===== src/gafm_pkg.sv =====
package gafm_pkg;

    localparam int FRAME_LEN_DEF = 7;

    localparam int PPM_HI_IDX = 3;
    localparam int PPM_LO_IDX = 4;

    localparam logic [15:0] CRC_INIT = 16'hFFFF;
    localparam logic [15:0] CRC_POLY = 16'hA001;

    // item kinds
    localparam logic OP_BYTE = 1'b0;
    localparam logic OP_TICK = 1'b1;

    // register indexes
    localparam logic [1:0] REG_WARN_PPM     = 2'd0;
    localparam logic [1:0] REG_DANGER_PPM   = 2'd1;
    localparam logic [1:0] REG_REPEAT_TICKS = 2'd2;
    localparam logic [1:0] REG_HEADER_BYTE  = 2'd3;

    localparam logic [15:0] WARN_PPM_RST     = 16'd250;
    localparam logic [15:0] DANGER_PPM_RST   = 16'd400;
    localparam logic [4:0]  REPEAT_TICKS_RST = 5'd20;
    localparam logic [7:0]  HEADER_BYTE_RST  = 8'd2;

    // alarm commands
    localparam logic [2:0] CMD_SILENCE      = 3'd0;
    localparam logic [2:0] CMD_SPEAK        = 3'd1;
    localparam logic [2:0] CMD_SHORT_BEEP   = 3'd2;
    localparam logic [2:0] CMD_RAPID_SPEECH = 3'd3;
    localparam logic [2:0] CMD_RAPID_BEEP   = 3'd4;

    // relay actions
    localparam logic [1:0] RELAY_NONE  = 2'd0;
    localparam logic [1:0] RELAY_OPEN  = 2'd1;
    localparam logic [1:0] RELAY_CLOSE = 2'd2;

    // frame status
    localparam logic [2:0] STATUS_NONE       = 3'd0;
    localparam logic [2:0] STATUS_OK         = 3'd1;
    localparam logic [2:0] STATUS_BAD_HEADER = 3'd2;
    localparam logic [2:0] STATUS_CRC_ERROR  = 3'd3;
    localparam logic [2:0] STATUS_INCOMPLETE = 3'd4;
    localparam logic [2:0] STATUS_NO_REPLY   = 3'd5;

    // alarm levels
    localparam logic [1:0] LEVEL_SAFE   = 2'd0;
    localparam logic [1:0] LEVEL_WARN   = 2'd1;
    localparam logic [1:0] LEVEL_DANGER = 2'd2;

    // display band upper limits, and the lower limit of band 8
    localparam logic [15:0] BAND0_MAX = 16'd5;
    localparam logic [15:0] BAND1_MAX = 16'd30;
    localparam logic [15:0] BAND2_MAX = 16'd100;
    localparam logic [15:0] BAND3_MAX = 16'd150;
    localparam logic [15:0] BAND4_MAX = 16'd200;
    localparam logic [15:0] BAND5_MAX = 16'd250;
    localparam logic [15:0] BAND6_MAX = 16'd300;
    localparam logic [15:0] BAND7_MAX = 16'd400;
    localparam logic [15:0] BAND8_MIN = 16'd500;

    typedef struct packed {
        logic [2:0]  status;
        logic        ok;
        logic [15:0] ppm;
    } rx_result_t;

    typedef struct packed {
        logic        cmd_valid;
        logic [2:0]  alarm_cmd;
        logic [1:0]  relay_action;
        logic [15:0] ppm_value;
        logic [3:0]  display_code;
        logic [1:0]  alarm_level;
    } alarm_result_t;

    typedef struct packed {
        logic [15:0] warn_ppm;
        logic [15:0] danger_ppm;
        logic [4:0]  repeat_ticks;
    } alarm_cfg_t;

    function automatic logic [15:0] crc_byte(input logic [15:0] crc_in, input logic [7:0] data);
        logic [15:0] c;
        c = crc_in ^ {8'h00, data};
        for (int k = 0; k < 8; k++) begin
            c = c[0] ? ((c >> 1) ^ CRC_POLY) : (c >> 1);
        end
        return c;
    endfunction

    function automatic logic [3:0] band_code(input logic [15:0] ppm, input logic [3:0] prev);
        logic [3:0] code;
        priority if (ppm <= BAND0_MAX) code = 4'd0;
        else if (ppm <= BAND1_MAX) code = 4'd1;
        else if (ppm <= BAND2_MAX) code = 4'd2;
        else if (ppm <= BAND3_MAX) code = 4'd3;
        else if (ppm <= BAND4_MAX) code = 4'd4;
        else if (ppm <= BAND5_MAX) code = 4'd5;
        else if (ppm <= BAND6_MAX) code = 4'd6;
        else if (ppm <= BAND7_MAX) code = 4'd7;
        else if (ppm > BAND8_MIN) code = 4'd8;
        else code = prev;
        return code;
    endfunction

endpackage


===== src/gas_alarm_frame_monitor_top.sv =====
// Gas alarm frame monitor.
// Input channel (s_valid/s_ready): one item per handshake, either a sensor
// reply byte (s_op = 0, s_rx_byte) or a poll tick (s_op = 1, s_power_on).
// Result channel (m_valid/m_ready): exactly one result item per input item,
// in order: command, relay action, held ppm, display code, frame status and
// alarm level.
// Configuration: cfg_wr_en with cfg_index 0..3 writes warn_ppm, danger_ppm,
// repeat_ticks or header_byte from cfg_wdata; write only while no item
// is in flight.
// Throughput: one item per cycle while the receiver keeps m_ready high;
// the CRC byte update and the alarm machine settle between the input
// register and the result register.
// Reset (aresetn low, synchronous): both registers empty, receiver waiting
// for a header byte, ppm, display code, alarm level and counters cleared,
// configuration back to its defaults.
// Receiver stall: the result register holds, the input register takes one
// more item, then s_ready drops until m_ready frees the result register.
module gas_alarm_frame_monitor_top #(
    parameter int FRAME_LEN = gafm_pkg::FRAME_LEN_DEF
) (
    input  logic        aclk,
    input  logic        aresetn,
    input  logic        s_valid,
    output logic        s_ready,
    input  logic        s_op,
    input  logic [7:0]  s_rx_byte,
    input  logic        s_power_on,
    output logic        m_valid,
    input  logic        m_ready,
    output logic        m_cmd_valid,
    output logic [2:0]  m_alarm_cmd,
    output logic [1:0]  m_relay_action,
    output logic [15:0] m_ppm_value,
    output logic [3:0]  m_display_code,
    output logic [2:0]  m_frame_status,
    output logic [1:0]  m_alarm_level,
    input  logic        cfg_wr_en,
    input  logic [1:0]  cfg_index,
    input  logic [15:0] cfg_wdata
);

    logic        in_valid_reg, in_valid_next;
    logic        op_reg;
    logic [7:0]  byte_reg;
    logic        power_reg;
    logic        out_valid_reg, out_valid_next;
    logic        step;

    logic [15:0] warn_ppm_reg;
    logic [15:0] danger_ppm_reg;
    logic [4:0]  repeat_ticks_reg;
    logic [7:0]  header_byte_reg;

    gafm_pkg::rx_result_t    rx_result;
    gafm_pkg::alarm_cfg_t    alarm_cfg;
    gafm_pkg::alarm_result_t alarm_result;
    gafm_pkg::alarm_result_t result_reg;
    logic [2:0]              status_reg;

    assign step    = in_valid_reg && (!out_valid_reg || m_ready);
    assign s_ready = !in_valid_reg || step;

    assign in_valid_next  = (s_valid && s_ready) ? 1'b1 : (step ? 1'b0 : in_valid_reg);
    assign out_valid_next = step ? 1'b1 : (m_ready ? 1'b0 : out_valid_reg);

    always_ff @(posedge aclk) begin
        if (!aresetn) begin
            in_valid_reg <= 1'b0;
            out_valid_reg <= 1'b0;
        end else begin
            in_valid_reg <= in_valid_next;
            out_valid_reg <= out_valid_next;
        end
    end

    always_ff @(posedge aclk) begin
        if (s_valid && s_ready) begin
            op_reg <= s_op;
            byte_reg <= s_rx_byte;
            power_reg <= s_power_on;
        end
    end

    always_ff @(posedge aclk) begin
        if (!aresetn) begin
            warn_ppm_reg <= gafm_pkg::WARN_PPM_RST;
            danger_ppm_reg <= gafm_pkg::DANGER_PPM_RST;
            repeat_ticks_reg <= gafm_pkg::REPEAT_TICKS_RST;
            header_byte_reg <= gafm_pkg::HEADER_BYTE_RST;
        end else if (cfg_wr_en) begin
            unique case (cfg_index)
                gafm_pkg::REG_WARN_PPM:     warn_ppm_reg <= cfg_wdata;
                gafm_pkg::REG_DANGER_PPM:   danger_ppm_reg <= cfg_wdata;
                gafm_pkg::REG_REPEAT_TICKS: repeat_ticks_reg <= cfg_wdata[4:0];
                gafm_pkg::REG_HEADER_BYTE:  header_byte_reg <= cfg_wdata[7:0];
                default: begin
                end
            endcase
        end
    end

    assign alarm_cfg.warn_ppm     = warn_ppm_reg;
    assign alarm_cfg.danger_ppm   = danger_ppm_reg;
    assign alarm_cfg.repeat_ticks = repeat_ticks_reg;

    gafm_rx #(
        .FRAME_LEN(FRAME_LEN)
    ) u_rx (
        .aclk(aclk),
        .aresetn(aresetn),
        .step(step),
        .op(op_reg),
        .rx_byte(byte_reg),
        .header_byte(header_byte_reg),
        .rx_result(rx_result)
    );

    gafm_alarm u_alarm (
        .aclk(aclk),
        .aresetn(aresetn),
        .step(step),
        .op(op_reg),
        .power_on(power_reg),
        .rx_result(rx_result),
        .cfg(alarm_cfg),
        .alarm_result(alarm_result)
    );

    always_ff @(posedge aclk) begin
        if (step) begin
            result_reg <= alarm_result;
            status_reg <= rx_result.status;
        end
    end

    assign m_valid        = out_valid_reg;
    assign m_cmd_valid    = result_reg.cmd_valid;
    assign m_alarm_cmd    = result_reg.alarm_cmd;
    assign m_relay_action = result_reg.relay_action;
    assign m_ppm_value    = result_reg.ppm_value;
    assign m_display_code = result_reg.display_code;
    assign m_frame_status = status_reg;
    assign m_alarm_level  = result_reg.alarm_level;

endmodule


===== src/gafm_rx.sv =====
module gafm_rx #(
    parameter int FRAME_LEN = gafm_pkg::FRAME_LEN_DEF
) (
    input  logic                  aclk,
    input  logic                  aresetn,
    input  logic                  step,
    input  logic                  op,
    input  logic [7:0]            rx_byte,
    input  logic [7:0]            header_byte,
    output gafm_pkg::rx_result_t  rx_result
);

    localparam int IDX_W = $clog2(FRAME_LEN);
    localparam logic [IDX_W-1:0] LAST_IDX  = IDX_W'(FRAME_LEN - 1);
    localparam logic [IDX_W-1:0] CRC_BYTES = IDX_W'(FRAME_LEN - 2);

    typedef enum logic [3:0] {
        MODE_WAIT    = 4'b0001,
        MODE_COLLECT = 4'b0010,
        MODE_DISCARD = 4'b0100,
        MODE_DONE    = 4'b1000
    } rx_mode_t;

    rx_mode_t         mode_reg, mode_next;
    logic [IDX_W-1:0] count_reg, count_next;
    logic [15:0]      crc_reg, crc_next;
    logic [7:0]       store_reg [FRAME_LEN];
    logic             wr_en;
    logic [IDX_W-1:0] wr_idx;
    logic [15:0]      crc_step;
    logic [15:0]      crc_got;

    assign crc_step = gafm_pkg::crc_byte(crc_reg, rx_byte);
    assign crc_got  = {store_reg[FRAME_LEN-1], store_reg[FRAME_LEN-2]};

    always_comb begin
        mode_next = mode_reg;
        count_next = count_reg;
        crc_next = crc_reg;
        wr_en = 1'b0;
        wr_idx = count_reg;
        rx_result.status = gafm_pkg::STATUS_NONE;
        rx_result.ok = 1'b0;
        rx_result.ppm = {store_reg[gafm_pkg::PPM_HI_IDX], store_reg[gafm_pkg::PPM_LO_IDX]};
        if (op == gafm_pkg::OP_BYTE) begin
            unique case (mode_reg)
                MODE_WAIT: begin
                    wr_en = 1'b1;
                    wr_idx = '0;
                    if (rx_byte == header_byte) begin
                        count_next = IDX_W'(1);
                        mode_next = MODE_COLLECT;
                        crc_next = crc_step;
                    end else begin
                        mode_next = MODE_DISCARD;
                    end
                end
                MODE_COLLECT: begin
                    wr_en = 1'b1;
                    if (count_reg < CRC_BYTES) begin
                        crc_next = crc_step;
                    end
                    if (count_reg == LAST_IDX) begin
                        mode_next = MODE_DONE;
                    end else begin
                        count_next = count_reg + IDX_W'(1);
                    end
                end
                MODE_DISCARD, MODE_DONE: begin
                end
                default: begin
                    mode_next = MODE_WAIT;
                end
            endcase
        end else begin
            unique case (mode_reg)
                MODE_WAIT:    rx_result.status = gafm_pkg::STATUS_NO_REPLY;
                MODE_DISCARD: rx_result.status = gafm_pkg::STATUS_BAD_HEADER;
                MODE_COLLECT: rx_result.status = gafm_pkg::STATUS_INCOMPLETE;
                MODE_DONE: begin
                    if (crc_got == crc_reg) begin
                        rx_result.status = gafm_pkg::STATUS_OK;
                        rx_result.ok = 1'b1;
                    end else begin
                        rx_result.status = gafm_pkg::STATUS_CRC_ERROR;
                    end
                end
                default: rx_result.status = gafm_pkg::STATUS_NO_REPLY;
            endcase
            mode_next = MODE_WAIT;
            count_next = '0;
            crc_next = gafm_pkg::CRC_INIT;
        end
    end

    always_ff @(posedge aclk) begin
        if (!aresetn) begin
            mode_reg <= MODE_WAIT;
            count_reg <= '0;
            crc_reg <= gafm_pkg::CRC_INIT;
        end else if (step) begin
            mode_reg <= mode_next;
            count_reg <= count_next;
            crc_reg <= crc_next;
        end
    end

    always_ff @(posedge aclk) begin
        if (step && wr_en) begin
            store_reg[wr_idx] <= rx_byte;
        end
    end

endmodule


===== src/gafm_alarm.sv =====
module gafm_alarm (
    input  logic                    aclk,
    input  logic                    aresetn,
    input  logic                    step,
    input  logic                    op,
    input  logic                    power_on,
    input  gafm_pkg::rx_result_t    rx_result,
    input  gafm_pkg::alarm_cfg_t    cfg,
    output gafm_pkg::alarm_result_t alarm_result
);

    logic [15:0] ppm_held_reg, ppm_held_next;
    logic [3:0]  display_held_reg, display_held_next;
    logic [1:0]  level_now_reg, level_now_next;
    logic [1:0]  level_prior_reg, level_prior_next;
    logic [4:0]  tick_count_reg, tick_count_next;
    logic        cmd_valid;
    logic [2:0]  alarm_cmd;
    logic [1:0]  relay_action;

    always_comb begin
        ppm_held_next = ppm_held_reg;
        display_held_next = display_held_reg;
        level_now_next = level_now_reg;
        level_prior_next = level_prior_reg;
        tick_count_next = tick_count_reg;
        cmd_valid = 1'b0;
        alarm_cmd = gafm_pkg::CMD_SILENCE;
        relay_action = gafm_pkg::RELAY_NONE;
        if (op == gafm_pkg::OP_TICK) begin
            if (rx_result.ok) begin
                ppm_held_next = rx_result.ppm;
                display_held_next = gafm_pkg::band_code(rx_result.ppm, display_held_reg);
            end
            priority if (!power_on) begin
                tick_count_next = '0;
                level_now_next = gafm_pkg::LEVEL_SAFE;
                level_prior_next = gafm_pkg::LEVEL_SAFE;
                cmd_valid = 1'b1;
                relay_action = gafm_pkg::RELAY_CLOSE;
            end else if (ppm_held_next >= cfg.danger_ppm) begin
                if (level_now_reg != gafm_pkg::LEVEL_DANGER) begin
                    tick_count_next = '0;
                    alarm_cmd = (level_now_reg == gafm_pkg::LEVEL_SAFE &&
                                 level_prior_reg == gafm_pkg::LEVEL_SAFE) ?
                                gafm_pkg::CMD_RAPID_SPEECH : gafm_pkg::CMD_RAPID_BEEP;
                    cmd_valid = 1'b1;
                    relay_action = gafm_pkg::RELAY_OPEN;
                    level_now_next = gafm_pkg::LEVEL_DANGER;
                    level_prior_next = gafm_pkg::LEVEL_DANGER;
                end
            end else if (ppm_held_next >= cfg.warn_ppm) begin
                // entering warning, then counting toward the short beep
                if (level_now_next == gafm_pkg::LEVEL_SAFE &&
                    level_prior_next == gafm_pkg::LEVEL_SAFE) begin
                    level_now_next = gafm_pkg::LEVEL_WARN;
                    tick_count_next = '0;
                    cmd_valid = 1'b1;
                    alarm_cmd = gafm_pkg::CMD_SPEAK;
                    relay_action = gafm_pkg::RELAY_OPEN;
                end
                if (level_now_next == gafm_pkg::LEVEL_WARN &&
                    level_prior_next == gafm_pkg::LEVEL_SAFE) begin
                    if (tick_count_next >= cfg.repeat_ticks) begin
                        tick_count_next = '0;
                        cmd_valid = 1'b1;
                        alarm_cmd = gafm_pkg::CMD_SHORT_BEEP;
                        level_prior_next = gafm_pkg::LEVEL_WARN;
                    end else begin
                        tick_count_next = tick_count_next + 5'd1;
                    end
                end
                // falling back from danger
                if (level_now_next == gafm_pkg::LEVEL_DANGER &&
                    level_prior_next == gafm_pkg::LEVEL_DANGER) begin
                    level_now_next = gafm_pkg::LEVEL_WARN;
                    cmd_valid = 1'b1;
                    alarm_cmd = gafm_pkg::CMD_SHORT_BEEP;
                    level_prior_next = gafm_pkg::LEVEL_WARN;
                end
                if (level_now_next == gafm_pkg::LEVEL_WARN &&
                    level_prior_next == gafm_pkg::LEVEL_DANGER) begin
                    level_prior_next = gafm_pkg::LEVEL_WARN;
                end
            end else begin
                if (level_now_reg != gafm_pkg::LEVEL_SAFE) begin
                    tick_count_next = '0;
                    level_now_next = gafm_pkg::LEVEL_SAFE;
                    level_prior_next = gafm_pkg::LEVEL_SAFE;
                    cmd_valid = 1'b1;
                    relay_action = gafm_pkg::RELAY_CLOSE;
                end
            end
        end
    end

    assign alarm_result.cmd_valid    = cmd_valid;
    assign alarm_result.alarm_cmd    = alarm_cmd;
    assign alarm_result.relay_action = relay_action;
    assign alarm_result.ppm_value    = ppm_held_next;
    assign alarm_result.display_code = display_held_next;
    assign alarm_result.alarm_level  = level_now_next;

    always_ff @(posedge aclk) begin
        if (!aresetn) begin
            ppm_held_reg <= '0;
            display_held_reg <= '0;
            level_now_reg <= gafm_pkg::LEVEL_SAFE;
            level_prior_reg <= gafm_pkg::LEVEL_SAFE;
            tick_count_reg <= '0;
        end else if (step) begin
            ppm_held_reg <= ppm_held_next;
            display_held_reg <= display_held_next;
            level_now_reg <= level_now_next;
            level_prior_reg <= level_prior_next;
            tick_count_reg <= tick_count_next;
        end
    end

endmodule


===== config.mk =====
export PLATFORM = sky130hd
export DESIGN_NAME = gas_alarm_frame_monitor_top
export DESIGN_NICKNAME = d
export VERILOG_FILES = /design/src/gafm_pkg.sv /design/src/gas_alarm_frame_monitor_top.sv /design/src/gafm_rx.sv /design/src/gafm_alarm.sv
export SDC_FILE = /design/constraint.sdc
export NUM_CORES = 1
export LEC_CHECK = 0
export BUFFER_PORTS_ARGS = -buffer_cell sky130_fd_sc_hd__buf_2
export CORE_MARGIN = 2
export CORE_UTILIZATION = 65
export CTS_CLUSTER_DIAMETER = 30
export DETAILED_ROUTE_END_ITERATION = 8
export GPL_TIMING_DRIVEN = 1
export PLACE_DENSITY = 0.93
export SKIP_CTS_REPAIR_TIMING = 1
export SYNTH_ARGS = -nofsm -noshare
export SYNTH_HDL_FRONTEND = slang
export SYNTH_HIERARCHICAL = 1
export SYNTH_SLANG_ARGS = --single-unit

===== constraint.sdc =====
create_clock -name aclk -period 12.3 [get_ports aclk]
set_input_delay 3.075 -clock aclk [delete_from_list [all_inputs] [get_ports aclk]]
set_output_delay 3.075 -clock aclk [all_outputs]
set_load 0.02 [all_outputs]

---- Word level (Yosys, flattened, before mapping) ----
Memory sizes are Yosys's and may differ from the RTL's.
Index checks and enable logic that the tools add are counted.
operators by class
  $add $sub $neg .......................... 2
  multipliers ............................. 0
  div/mod/pow operators ................... 0
  magnitude comparators ................... 13
  equal/unequal tests ..................... 23
  shift-type cells ........................ 0
  muxes and demuxes ....................... 117
  bitwise operators ....................... 9
  reductions and logical operators ........ 29
operator list
  kind                                                                     number
  16-bit 2-to-1 mux                                                        14
  2-bit 2-to-1 mux                                                         39
  5-bit 2-to-1 mux                                                         12
  4-bit 2-to-1 mux                                                         13
  16-bit by 8-bit <= comparator with 1-bit output, second input constant   3
  3-bit 2-to-1 mux                                                         12
  16-bit >= comparator                                                     2
  16-bit by 9-bit <= comparator with 1-bit output, second input constant   2
  16-bit case mux with 2 select lines                                      1
  2-bit NOT with 3-bit output                                              8
  1-bit 2-to-1 mux                                                         23
  16-bit equality test                                                     1
  16-bit by 9-bit > comparator with 1-bit output, second input constant    1
  16-bit by 3-bit <= comparator with 1-bit output, second input constant   1
  16-bit by 5-bit <= comparator with 1-bit output, second input constant   1
  16-bit by 7-bit <= comparator with 1-bit output, second input constant   1
  16-bit by 8-bit XOR with 16-bit output                                   1
  4-bit case mux with 3 select lines                                       1
  4-bit AND reduction                                                      3
  2-bit equality test, second input constant                               5
  2-bit AND reduction                                                      5
  3-bit by 2-bit inequality test with 1-bit output, second input constant  3
  3-bit case mux with 3 select lines                                       1
  8-bit equality test                                                      1
  22 further kinds                                                         39
storage, ports and cells
  register bits after elaboration ......... 140
  latch bits .............................. 0
  RAM bits ................................ 56
  ROM bits ................................ 0
  bits of input ports ..................... 33
  memories ................................ 1
memories
  memory          depth  bits a word  read ports  clocked after Yosys merged registers in  wr ports  RTL line       RTL
  u_rx.store_reg  7      8            4           0                                        1         gafm_rx.sv:27  logic [7:0] store_reg [FRAME_LEN];

---- Logic depth before layout (Yosys ltp) ----
Gate-level depths: netlist (run 1).
An unclocked memory read counts as a cell.
  depth in word-level cells ............... 32
  mapped depth ............................ 17
  depth with buffers taken out ............ 14

---- By module ----
Netlist (run 1), hierarchy kept.
by module, submodules not included
  module                       times used  cells each  area each (µm²)  sequential area each (µm²)
  gafm_alarm                   1           394         3155.5           580.6
  gas_alarm_frame_monitor_top  1           228         3096.7           2172.1
  gafm_rx                      1           230         2612.5           1421.4

---- Worst setup path after synthesis (run 1) ----
OpenSTA, ideal clock, no wires.
  path kind ............................... input port to output port
  start point ............................. input m_ready
  end point ............................... output s_ready
  arrival time ............................ 3342 ps
  required time ........................... 9225 ps
  setup slack ............................. 5883 ps
  stages .................................. 1
  cell sequence ........................... nand3b_1
on the way
  word-level cells in the longest chain between the ends .. 3
ends and longest elaborated chain
  element            RTL line                           RTL
  start, declared    gas_alarm_frame_monitor_top.sv:29  input logic m_ready,
  1-bit logical OR   gas_alarm_frame_monitor_top.sv:60  assign step = in_valid_reg && (!out_valid_reg || m_ready);
  1-bit logical AND  gas_alarm_frame_monitor_top.sv:60
  1-bit logical OR   gas_alarm_frame_monitor_top.sv:61  assign s_ready = !in_valid_reg || step;
  end, declared      gas_alarm_frame_monitor_top.sv:24  output logic s_ready,
No other way between the ends.

---- Final worst setup path (run 1) ----
Ends and elaborated chain as after synthesis.

==> results of run 1 <==
==> routing by layer <==
| metal | vias up | track usage [%] | share of wire, % |
|---|---|---|---|
| met1 | 3185 | 38.6 | 43 |
| met3 | 56 | 6.13 | 8.1 |
| li1 | 3124 | - | - |
| met2 | 378 | 44.5 | 46 |
| met5 | - | 0 | 0 |
| met4 | 0 | 12.6 | 2.9 |
==> synthesized netlist by cell type (3+ instances only) <==
| master | number |
|---|---|
| nor2_1 | 62 |
| xnor2_1 | 13 |
| o21a_1 | 9 |
| edfxtp_1 | 73 |
| mux2i_1 | 61 |
| nand4_1 | 10 |
| a211o_1 | 3 |
| nand3b_1 | 4 |
| nor4_1 | 7 |
| nor2b_1 | 26 |
| or4_1 | 3 |
| a21oi_1 | 32 |
| o21ai_0 | 34 |
| o211ai_1 | 8 |
| xor2_1 | 33 |
| nand3_1 | 11 |
| buf_2 | 11 |
| mux2_2 | 31 |
| buf_6 | 4 |
| or2_2 | 3 |
| clkbuf_1 | 21 |
| dfxtp_1 | 99 |
| nand2_1 | 80 |
| o31a_1 | 3 |
| ha_1 | 40 |
| nor3_1 | 19 |
| a211oi_1 | 6 |
| buf_1 | 4 |
| or3_1 | 6 |
| nor4_4 | 3 |
| inv_1 | 52 |
| or4bb_1 | 3 |
| buf_4 | 3 |
| a21o_1 | 7 |
| a31oi_1 | 10 |
| and2_1 | 3 |
==> critical path, delay by kind of cell <==
kind                   cells  cell delay [ps]
AND/OR/NAND/NOR            1              160
buffers and inverters      2              270
==> stage by stage <==
| stage | area [um2] | setup slack [ps] | utilization (%) | hold slack, ps | total power (uW) |
|---|---|---|---|---|---|
| after CTS | 9800 | 5710 | 73.7 | 459 | 1210 |
| final | 9800 | 5710 | 73.7 | 458 | 1210 |
| after global placement | 9250 | 5730 | 69.6 | 443 | 719 |
| after global routing | 9800 | 5690 | 73.7 | 473 | 1250 |
| after detailed placement | 9250 | 5720 | 69.6 | 448 | 723 |
| after floorplan | 8860 | 5880 | - | 435 | 697 |
==> final timing paths <==
path	endpoint	slack, ps	depth (start not counted)
hold reg to reg	danger_ppm_reg[10]$_SDFFE_PN0P_	460	2
setup / recovery	s_ready	5710	3
setup reg to reg	u_alarm/tick_count_reg[2]$_SDFFE_PN0P_	7500	14
hold / removal	danger_ppm_reg[10]$_SDFFE_PN0P_	460	2
==> cells by family after synthesis <==
family,count (synthesis)
and+or+nand+nor,260
muxes,92
AOI/OAI and AO/OA,145
DFF,172
xor gates and xnor gates,48
buffers and inverters,95
adders and majority gates,40
==> power by group through the flow <==
stage | clock network, uW | logic (uW) | registers (uW)
after floorplan | 0 | 62.3 | 635
after global placement | 0 | 85.8 | 633
after detailed placement | 0 | 88.4 | 634
after CTS | 500 | 90.4 | 622
after global routing | 525 | 99.4 | 623
final | 497 | 91.9 | 622
==> final cells by class <==
class | count | area (um2)
well taps | 176 | 220
flip-flops and latches | 172 | 4170
multi-input cells | 585 | 4290
clock buffers | 19 | 443
inverters | 52 | 195
repair buffers | 71 | 370
fillers | 836 | 3500
clock inverters | 13 | 100
==> key figures, run 1 <==
Timing
  • Peak Freq: roughly 150 MHz
  • Final Skew: a little under 9 ps
  • Tmin final: approximately 6600 ps
  • Final Max Tran Viols: 0
  • Relative slew slack: a little under a quarter
  • Setup TNS: 0 ps
  • Final hold vios: 0
  • RSZ-0062 raised after global routing: no
  • Worst-Margin Slew: 1160 ps
  • Final period util: between 50% and 60%
  • Final Setup Violations: 0

Synthesis
  • EDFF count, synth: 73
  • Mux cell area share after synthesis: 10.8%
  • Async set-reset flop share out of synthesis: 0%
  • Syn_nets: 925
  • Yosys warning count: 6
  • Register area share after synthesis: a little under half
  • Ys flop type: dfxtp_1
  • FF+latch count, synth: roughly 170
  • Compound-Gate Fraction of Synth Area: between 10% and 20%
  • Synth Area in Simple Gates: between 10% and 20%
  • Largest family of logic cells by synthesized area: simple AND/OR/NAND/NOR gates
  • Mapped Cells: ~850
  • Largest cells by area after synthesis: edfxtp_1 25%, dfxtp_1 22%, mux2i_1 6.9%, ha_1 5.6%, mux2_2 3.9%
  • Synth Area in Adders: 5.65%
  • Synth Area in XOR/XNOR: around 5.1%
  • Area leader, netlist: edfxtp_1
  • Synth Cell Area: between 8000 and 9000 um2
  • Netlist cell types: between 70 and 80
  • Syn_area_per_cell: ~10 um2
  • Share of the synthesized area in the top cell type: about a quarter

Place
  • IO Port Bufs: 65
  • DP Wirelength: roughly 14000 um
  • Placed cells: ~1100
  • Gpl congestion: 0.857

Power and ir drop
  • Peak supply drop: slightly above 0.09 mV
  • Combinational group share of total power: around 7.6%
  • NetSw: ~290 uW
  • Power share of the clock group: a little over 40%
  • Switching Share: 23.6%
  • Internal power: 925 uW
  • Reg power frac: between 50% and 60%
  • Pwr dens: 124 nW/um2
  • Static leakage: roughly 0.0039 uW

CTS
  • TritonCTS clock tree: built
  • Clock slew seen by the registers of the worst setup and hold paths: around 60 ps
  • CTS root buf: clkbuf_16
  • Clk sinks: ~170
  • Max clock buf depth: 2
  • H-tree depth: 4
  • CTS Buf Count: 17
  • Skew-Pair Late Insertion Delay: 430 ps

Min path
  • Hold wc startpoint: danger_ppm_reg[10]$_SDFFE_PN0P_
  • Worst Hold Class: register to register

Final layout
  • Commonest non-fill, non-tap cell in the layout: dfxtp_1
  • Nets@finish: between 900 and 1000
  • Most frequent cells in the layout: 99 x dfxtp_1, 80 x nand2_1, 73 x edfxtp_1
  • Diode count: 0
  • Max reg flops: 32
  • Non-filler instance count after layout: between 1000 and 1500
  • Area Growth Syn to Fin: 10.5%
  • Fraction of layout cells with a size suffix above 1: 17.0%

Drt
  • Vias/cell: roughly 6.2
  • Drt first pass iters: 5
  • Final ANT Viol Nets: 0
  • Routed vias: roughly 6700
  • 1st-iter DRT viols: between 800 and 900
  • Final WL: ~20000 um
  • DRC viols: 0
  • Wire per inst: 18.5 um

Die
  • FP Rows: 42
  • IO Pins: 66
  • Initial Util: between 60% and 70%
  • DIE WIDTH: between 100 and 150 um
  • Total core area: between 10000 and 15000 um2
  • Die Y: between 100 and 150 um
  • Die area: 14600 um2

Run
  • Max-cap viol count: 0

Worst setup path
  • Top cell by count, worst path: buf_2
  • WS Path Type: input port to primary output
  • Worst Setup Start Kind: input port
  • Critical Path, Cell by Cell: buf_2 -> nand3b_1 -> buf_2
  • Max FO, Critical Path: 2
  • Crit-path slowest cell: buf_2
  • CP peak stage delay: approximately 170 ps
  • WP data required: roughly 9000 ps
  • R2r startpoint: op_reg$_DFFE_PP_
  • Critical path origin: m_ready
  • Data arrival, critical path: 3520 ps
  • Worst setup EP type: primary output

Global route
  • Vias in the first global route: approximately 6300
  • Grt ovf: 0
  • Initial antenna violation count: 0
  • First-pass GRT wire length: around 32000 um
  • Largest net degree at the start of global routing: 82
  • Tot GR Track Use: 28.6%

Outcome
  • Outcome: complete, no violations
Power figures use the tool's default switching activity.
==> run 2: changes to the inputs <==
- CORE_UTILIZATION: 65 -> 55
- PLACE_DENSITY: 0.93 -> 0.85
- clock period: 12.3 -> 5.99 ns (I/O delays scaled with it)
==> key figures, run 2 (synthesis results as in run 1) <==
Outcome
  • Outcome: complete, no violations (unchanged)

Place
  • Gpl congestion: 0.938 (was 0.857)
  • IO Port Bufs: 65 (unchanged)
  • DP Wirelength: 13600 um (was 13500 um)
  • Placed cell areas: 9310 um2 (was 9250 um2)

Drt
  • Wire per inst: 17.2 um (was 18.5 um)
  • Vias/cell: 5.78 (was 6.20)
  • Final WL: 19400 um (was 20100 um)
  • 1st-iter DRT viols: 581 (was 804)
  • Drt first pass iters: 5 (unchanged)
  • Final ANT Viol Nets: 0 (unchanged)
  • DRC viols: 0 (unchanged)
  • Routed vias: 6530 (was 6743)

Timing
  • RSZ-0062 raised after global routing: no (unchanged)
  • Worst-Margin Slew: 1110 ps (was 1160 ps)
  • Peak Freq: ~220 MHz
  • Setup TNS: 0 ps (unchanged)
  • Final hold vios: 0 (unchanged)
  • Final Setup Violations: 0 (unchanged)
  • Relative slew slack: 25.7% (was 22.5%)
  • Final Skew: 10.5 ps (was 8.66 ps)
  • Final period util: around 76%
  • Hold slack final: 456 ps (was 458 ps)
  • Tmin final: approximately 4500 ps
  • Final Max Tran Viols: 0 (unchanged)

Final layout
  • Area Growth Syn to Fin: 11.8% (was 10.5%)
  • Fraction of layout cells with a size suffix above 1: 17.3% (was 17.0%)
  • Diode count: 0 (unchanged)
  • Commonest non-fill, non-tap cell in the layout: dfxtp_1 (unchanged)
  • Final core occ: 62.6% (was 73.7%)
  • Most frequent cells in the layout: 99 x dfxtp_1, 80 x nand2_1, 73 x edfxtp_1 (unchanged)
  • FF+latch area: 4170 um2 (unchanged)
  • Nets@finish: 973 (was 972)
  • Max reg flops: 32 (unchanged)
  • Area of the multi-input gates: 4290 um2 (unchanged)
  • Fill count: 1240 (was 836)
  • Post-route design area: 9910 um2 (was 9800 um2)

Die
  • Die area: 17100 um2 (was 14600 um2)
  • IO Pins: 66 (unchanged)
  • FP Rows: 46 (was 42)
  • Initial Util: 56.0% (was 66.7%)
  • DIE WIDTH: 131 um (was 121 um)
  • Die Y: 131 um (was 121 um)
  • Total core area: 15800 um2 (was 13300 um2)

CTS
  • CTS Buf Count: 17 (unchanged)
  • Clk sinks: 172 (unchanged)
  • H-tree depth: 4 (unchanged)
  • TritonCTS clock tree: built (unchanged)
  • Skew-Pair Late Insertion Delay: 430 ps (about the same)
  • Clock slew seen by the registers of the worst setup and hold paths: 60 ps (about the same)
  • Max clock buf depth: 2 (unchanged)
  • CTS root buf: clkbuf_16 (unchanged)

Worst setup path
  • Crit-path slowest cell: a211oi_2 (was buf_2)
  • Max FO, Critical Path: 20 (was 2)
  • Crit path max-delay family: simple AND/OR/NAND/NOR gates (was buffers and inverters)
  • Sum of buffers and inverters on the critical path: 1 (was 2)
  • WS Path Type: register to register (was input port to primary output)
  • Data arrival, critical path: 4880 ps (was 3520 ps)
  • CP peak stage delay: 510 ps (was 170 ps)
  • Worst setup EP type: register (was primary output)
  • Worst Setup Start Kind: register (was input port)
  • Critical Path, Cell by Cell: xor2_1 -> nor4_1 -> nand4_1 -> nor4_2 -> buf_4 -> mux2_2 -> ha_1 -> a211oi_2 -> o211ai_1 -> a211oi_2 -> a311oi_2 -> nor3_2 -> nand2_1 -> o22ai_1 (was buf_2 -> nand3b_1 -> buf_2)
  • WP data required: 6340 ps (was 9220 ps)
  • Top cell by count, worst path: a211oi_2 (was buf_2)

Power and ir drop
  • Pwr dens: 260 nW/um2 (was 124 nW/um2)
  • Static leakage: 0.00391 uW (was 0.00388 uW)
  • Total power: 2570 uW (was 1210 uW)
  • Peak supply drop: 0.230 mV (was 0.0925 mV)

Min path
  • Worst Hold Class: register to register (unchanged)

Global route
  • Initial antenna violation count: 0 (unchanged)
  • Tot GR Track Use: 23.6% (was 28.6%)
  • Grt ovf: 0 (unchanged)
  • First-pass GRT wire length: 31100 um (was 32400 um)
  • Largest net degree at the start of global routing: 69 (was 82)
  • Vias in the first global route: 6008 (was 6313)

Run
  • Max-cap viol count: 0 (unchanged)
## run 2: cell count changes in the layout (fill, tap and decap cells not counted), sizes merged
cell / change
bufinv: +2
buf: +1
inv: +1
clkinv: -3
## run 2: worst min-delay path, delay by kind of cell (launching register included)
| kind | cells | cell delay [ps] |
|---|---|---|
| flip-flops | 1 | 310 |
| multiplexers | 1 | 50 |
| AND/OR/NAND/NOR | 1 | 50 |
## run 2: report_power, final
part | total [uW] | internal [uW] | leakage [uW] | switching [uW]
Sequential | 1280 | 1250 | 0.00148 | 26.3
Combinational | 187 | 71.8 | 0.00214 | 115
Clock | 1110 | 659 | 0.000283 | 452
Total | 2570 | 1980 | 0.00391 | 593
## run 2: final cells by class
type	count	share of cell area [%]
Multi-Input combinational cell	585	43.3
Inverter	52	1.97
Tap cell	216	2.73
Timing Repair Buffer	72	3.81
Clock buffer	19	4.37
Sequential cell	172	42.1
Clock inverter	13	1.69
## run 2: per-stage QoR
| stage | setup slack, ps | std cells |
|---|---|---|
| after floorplan | 1190 | 852 |
| after global placement | 1660 | 1097 |
| after detailed placement | 1560 | 1097 |
| after CTS | 1530 | 1129 |
| after global routing | 1100 | 1129 |
| final | 1460 | 1129 |
## run 2: routing by layer
metal	global-route usage, %	vias up	routed length [um]
met3	5.82	38	1440
li1	-	3133	-
met2	34.7	263	8570
met1	34.2	3096	8980
met5	0	-	0
met4	8.01	0	442
## run 2: path summary, 6_finish.rpt
| path | from | slack [ps] | end | cells after the start |
|---|---|---|---|---|
| setup / recovery | u_rx/crc_reg[5]$_SDFFE_PN1P_ | 1460 | u_alarm/tick_count_reg[3]$_SDFFE_PN0P_ | 14 |
| hold / removal | danger_ppm_reg[13]$_SDFFE_PN0P_ | 460 | danger_ppm_reg[13]$_SDFFE_PN0P_ | 2 |
| setup reg to reg | u_rx/crc_reg[5]$_SDFFE_PN1P_ | 1460 | u_alarm/tick_count_reg[3]$_SDFFE_PN0P_ | 14 |
| hold reg to reg | danger_ppm_reg[13]$_SDFFE_PN0P_ | 460 | danger_ppm_reg[13]$_SDFFE_PN0P_ | 2 |
==> run 3: changes to the inputs <==
- clock period: 5.99 -> 3.85 ns (I/O delays scaled with it)
==> key figures, run 3 (synthesis results as in run 1) <==
Outcome
  • Outcome: finished, violations left (was complete, no violations)
  • Violated checks: negative setup slack

Worst setup path
  • Data arrival, critical path: 4930 ps (was 4880 ps)
  • Instance count on the critical path: 16 (was 14)
  • FF-to-FF path depth: 16 (was 14)
  • FF-to-FF setup slack: -730 ps (was 1460 ps)
  • Critical Path, Cell by Cell: xor2_1 -> nor4_1 -> nand4_1 -> nor4_4 -> buf_4 -> buf_12 -> mux2_4 -> ha_4 -> nand3_1 -> a211oi_2 -> o41ai_4 -> a31o_2 -> a311oi_2 -> nor3_4 -> or4_1 -> a21oi_1 (was xor2_1 -> nor4_1 -> nand4_1 -> nor4_2 -> buf_4 -> mux2_2 -> ha_1 -> a211oi_2 -> o211ai_1 -> a211oi_2 -> a311oi_2 -> nor3_2 -> nand2_1 -> o22ai_1)
  • CP peak stage delay: 510 ps (about the same)
  • R2r startpoint: u_rx/store_reg[5][5]$_DFFE_PP_ (was u_rx/crc_reg[5]$_SDFFE_PN1P_)
  • Worst setup EP type: register (unchanged)
  • Max FO, Critical Path: 7 (was 20)
  • CP endpoint: u_alarm/tick_count_reg[0]$_SDFFE_PN0P_ (was u_alarm/tick_count_reg[3]$_SDFFE_PN0P_)
  • Worst Setup Start Kind: register (unchanged)
  • Sum of buffers and inverters on the critical path: 2 (was 1)
  • Crit-path slowest cell: or4_1 (was a211oi_2)
  • Critical path origin: u_rx/store_reg[5][5]$_DFFE_PP_ (was u_rx/crc_reg[5]$_SDFFE_PN1P_)
  • Crit path max-delay family: simple AND/OR/NAND/NOR gates (unchanged)
  • WS Path Type: register to register (unchanged)
  • WP data required: 4200 ps (was 6340 ps)
  • R2R Path End: u_alarm/tick_count_reg[0]$_SDFFE_PN0P_ (was u_alarm/tick_count_reg[3]$_SDFFE_PN0P_)

Drt
  • Drt first pass iters: 6 (was 5)
  • DRC viols: 0 (unchanged)
  • Final ANT Viol Nets: 0 (unchanged)
  • 1st-iter DRT viols: 953 (was 581)
  • Vias/cell: 6.09 (was 5.78)
  • Wire per inst: 19.9 um (was 17.2 um)
  • Routed vias: 7202 (was 6530)
  • Final WL: 23500 um (was 19400 um)

Place
  • Placed cell areas: 9680 um2 (was 9310 um2)
  • DP Wirelength: 14200 um (was 13600 um)
  • Gpl congestion: 0.865 (was 0.938)
  • IO Port Bufs: 65 (unchanged)

Timing
  • Tmin final: 4580 ps (was 4530 ps)
  • Final Setup Violations: 17 (was 0)
  • Peak Freq: 218 MHz (was 221 MHz)
  • Final Max Tran Viols: 0 (unchanged)
  • Final hold vios: 0 (unchanged)
  • Final Skew: 10.7 ps (was 10.5 ps)
  • Final worst setup slack: -730 ps (was 1460 ps)
  • Final period util: 119% (was 75.6%)
  • Worst-Margin Slew: 983 ps (was 1110 ps)
  • Relative slew slack: 34.5% (was 25.7%)
  • Hold slack final: 456 ps (about the same)
  • Setup TNS: -6210 ps (was 0 ps)
  • RSZ-0062 raised after global routing: yes (was no)

CTS
  • Clock slew seen by the registers of the worst setup and hold paths: 70 ps (was 60 ps)
  • TritonCTS clock tree: built (unchanged)
  • Max clock buf depth: 2 (unchanged)
  • Clk sinks: 172 (unchanged)
  • H-tree depth: 4 (unchanged)
  • Skew-Pair Late Insertion Delay: 430 ps (about the same)
  • CTS Buf Count: 17 (unchanged)
  • CTS root buf: clkbuf_16 (unchanged)

Global route
  • Largest net degree at the start of global routing: 60 (was 69)
  • First-pass GRT wire length: 32100 um (was 31100 um)
  • Vias in the first global route: 6339 (was 6008)
  • Initial antenna violation count: 0 (unchanged)
  • Tot GR Track Use: 24.5% (was 23.6%)
  • Grt ovf: 0 (unchanged)

Die
  • IO Pins: 66 (unchanged)
  • Die Y: 131 um (unchanged)
  • Initial Util: 56.0% (unchanged)
  • DIE WIDTH: 131 um (unchanged)
  • FP Rows: 46 (unchanged)
  • Total core area: 15800 um2 (unchanged)
  • Die area: 17100 um2 (unchanged)

Final layout
  • Most frequent cells in the layout: 99 x dfxtp_1, 77 x nand2_1, 73 x edfxtp_1 (was 99 x dfxtp_1, 80 x nand2_1, 73 x edfxtp_1)
  • Max reg flops: 32 (unchanged)
  • Fraction of layout cells with a size suffix above 1: 26.6% (was 17.3%)
  • Commonest non-fill, non-tap cell in the layout: dfxtp_1 (unchanged)
  • Diode count: 0 (unchanged)
  • Area Growth Syn to Fin: 21.9% (was 11.8%)
  • Fill count: 1068 (was 1240)
  • Nets@finish: 1026 (was 973)
  • Post-route design area: 10800 um2 (was 9910 um2)
  • Final core occ: 68.3% (was 62.6%)

Power and ir drop
  • Pwr dens: 370 nW/um2 (was 260 nW/um2)
  • Static leakage: 0.00424 uW (was 0.00391 uW)
  • Peak supply drop: 0.299 mV (was 0.230 mV)
  • Total power: 3990 uW (was 2570 uW)

Min path
  • Worst Hold Class: register to register (unchanged)

Run
  • Max-cap viol count: 0 (unchanged)
==> run 3: cell types whose count changed in the layout (fill, tap and decap cells not counted), moves of 4 or more <==
| cell | before | now |
|---|---|---|
| ha_1 | 40 | 23 |
| ha_4 | 0 | 17 |
| buf_4 | 7 | 49 |
| mux2_2 | 31 | 18 |
| mux2_4 | 0 | 13 |
| nor4_1 | 6 | 2 |
| a21oi_2 | 0 | 4 |
| a21oi_1 | 32 | 28 |
| buf_6 | 0 | 7 |
==> run 3: how the worst min path moves through the flow <==
stage | startpoint | to | slack (ps) | cells after the start
after floorplan | danger_ppm_reg[10]$_SDFFE_PN0P_ | danger_ppm_reg[10]$_SDFFE_PN0P_ | 430 | 2
after global placement | danger_ppm_reg[3]$_SDFFE_PN0P_ | danger_ppm_reg[3]$_SDFFE_PN0P_ | 440 | 2
after detailed placement | danger_ppm_reg[2]$_SDFFE_PN0P_ | danger_ppm_reg[2]$_SDFFE_PN0P_ | 450 | 2
after CTS | danger_ppm_reg[15]$_SDFFE_PN0P_ | danger_ppm_reg[15]$_SDFFE_PN0P_ | 460 | 2
after global routing | danger_ppm_reg[14]$_SDFFE_PN0P_ | danger_ppm_reg[14]$_SDFFE_PN0P_ | 480 | 2
final | danger_ppm_reg[15]$_SDFFE_PN0P_ | danger_ppm_reg[15]$_SDFFE_PN0P_ | 460 | 2
==> run 3: power breakdown <==
part           internal [uW]  switching, uW
combinational            129            198
sequential              1950           38.5
clock                    946            737
total                   3020            973
==> run 3: stage by stage <==
step / instances / setup WS (ps)
after detailed placement: 1140 / -299
after floorplan: 852 / 4.26
final: 1182 / -730
after global placement: 1140 / -220
after CTS: 1172 / -298
after global routing: 1182 / -766
==> run 3: metal layers <==
| metal | global-route usage (%) | up-vias | share of wire [%] |
|---|---|---|---|
| met4 | 8.39 | 0 | 4.0 |
| met5 | 0 | - | 0 |
| li1 | - | 3240 | - |
| met2 | 37.5 | 448 | 46 |
| met3 | 5.58 | 85 | 8.6 |
| met1 | 34.3 | 3429 | 41 |
==> run 3: final cells by class <==
class	count	area [um2]	share of cell area, %
Sequential cell	172	4170	38.6
Tap cell	216	270	2.50
Timing Repair Buffer	125	857	7.93
Clock inverter	10	75.1	0.695
Clock buffer	22	507	4.69
Multi-Input combinational cell	585	4730	43.7
Inverter	52	195	1.81
==> run 3: worst reg2reg max path: stages (launching register included) <==
cell,delay [ps]
edfxtp_1,410
xor2_1,180
nor4_1,330
nand4_1,220
nor4_4,180
buf_4,190
buf_12,140
mux2_4,350
ha_4,280
nand3_1,130
a211oi_2,380
o41ai_4,230
a31o_2,310
a311oi_2,380
nor3_4,120
or4_1,510
a21oi_1,170
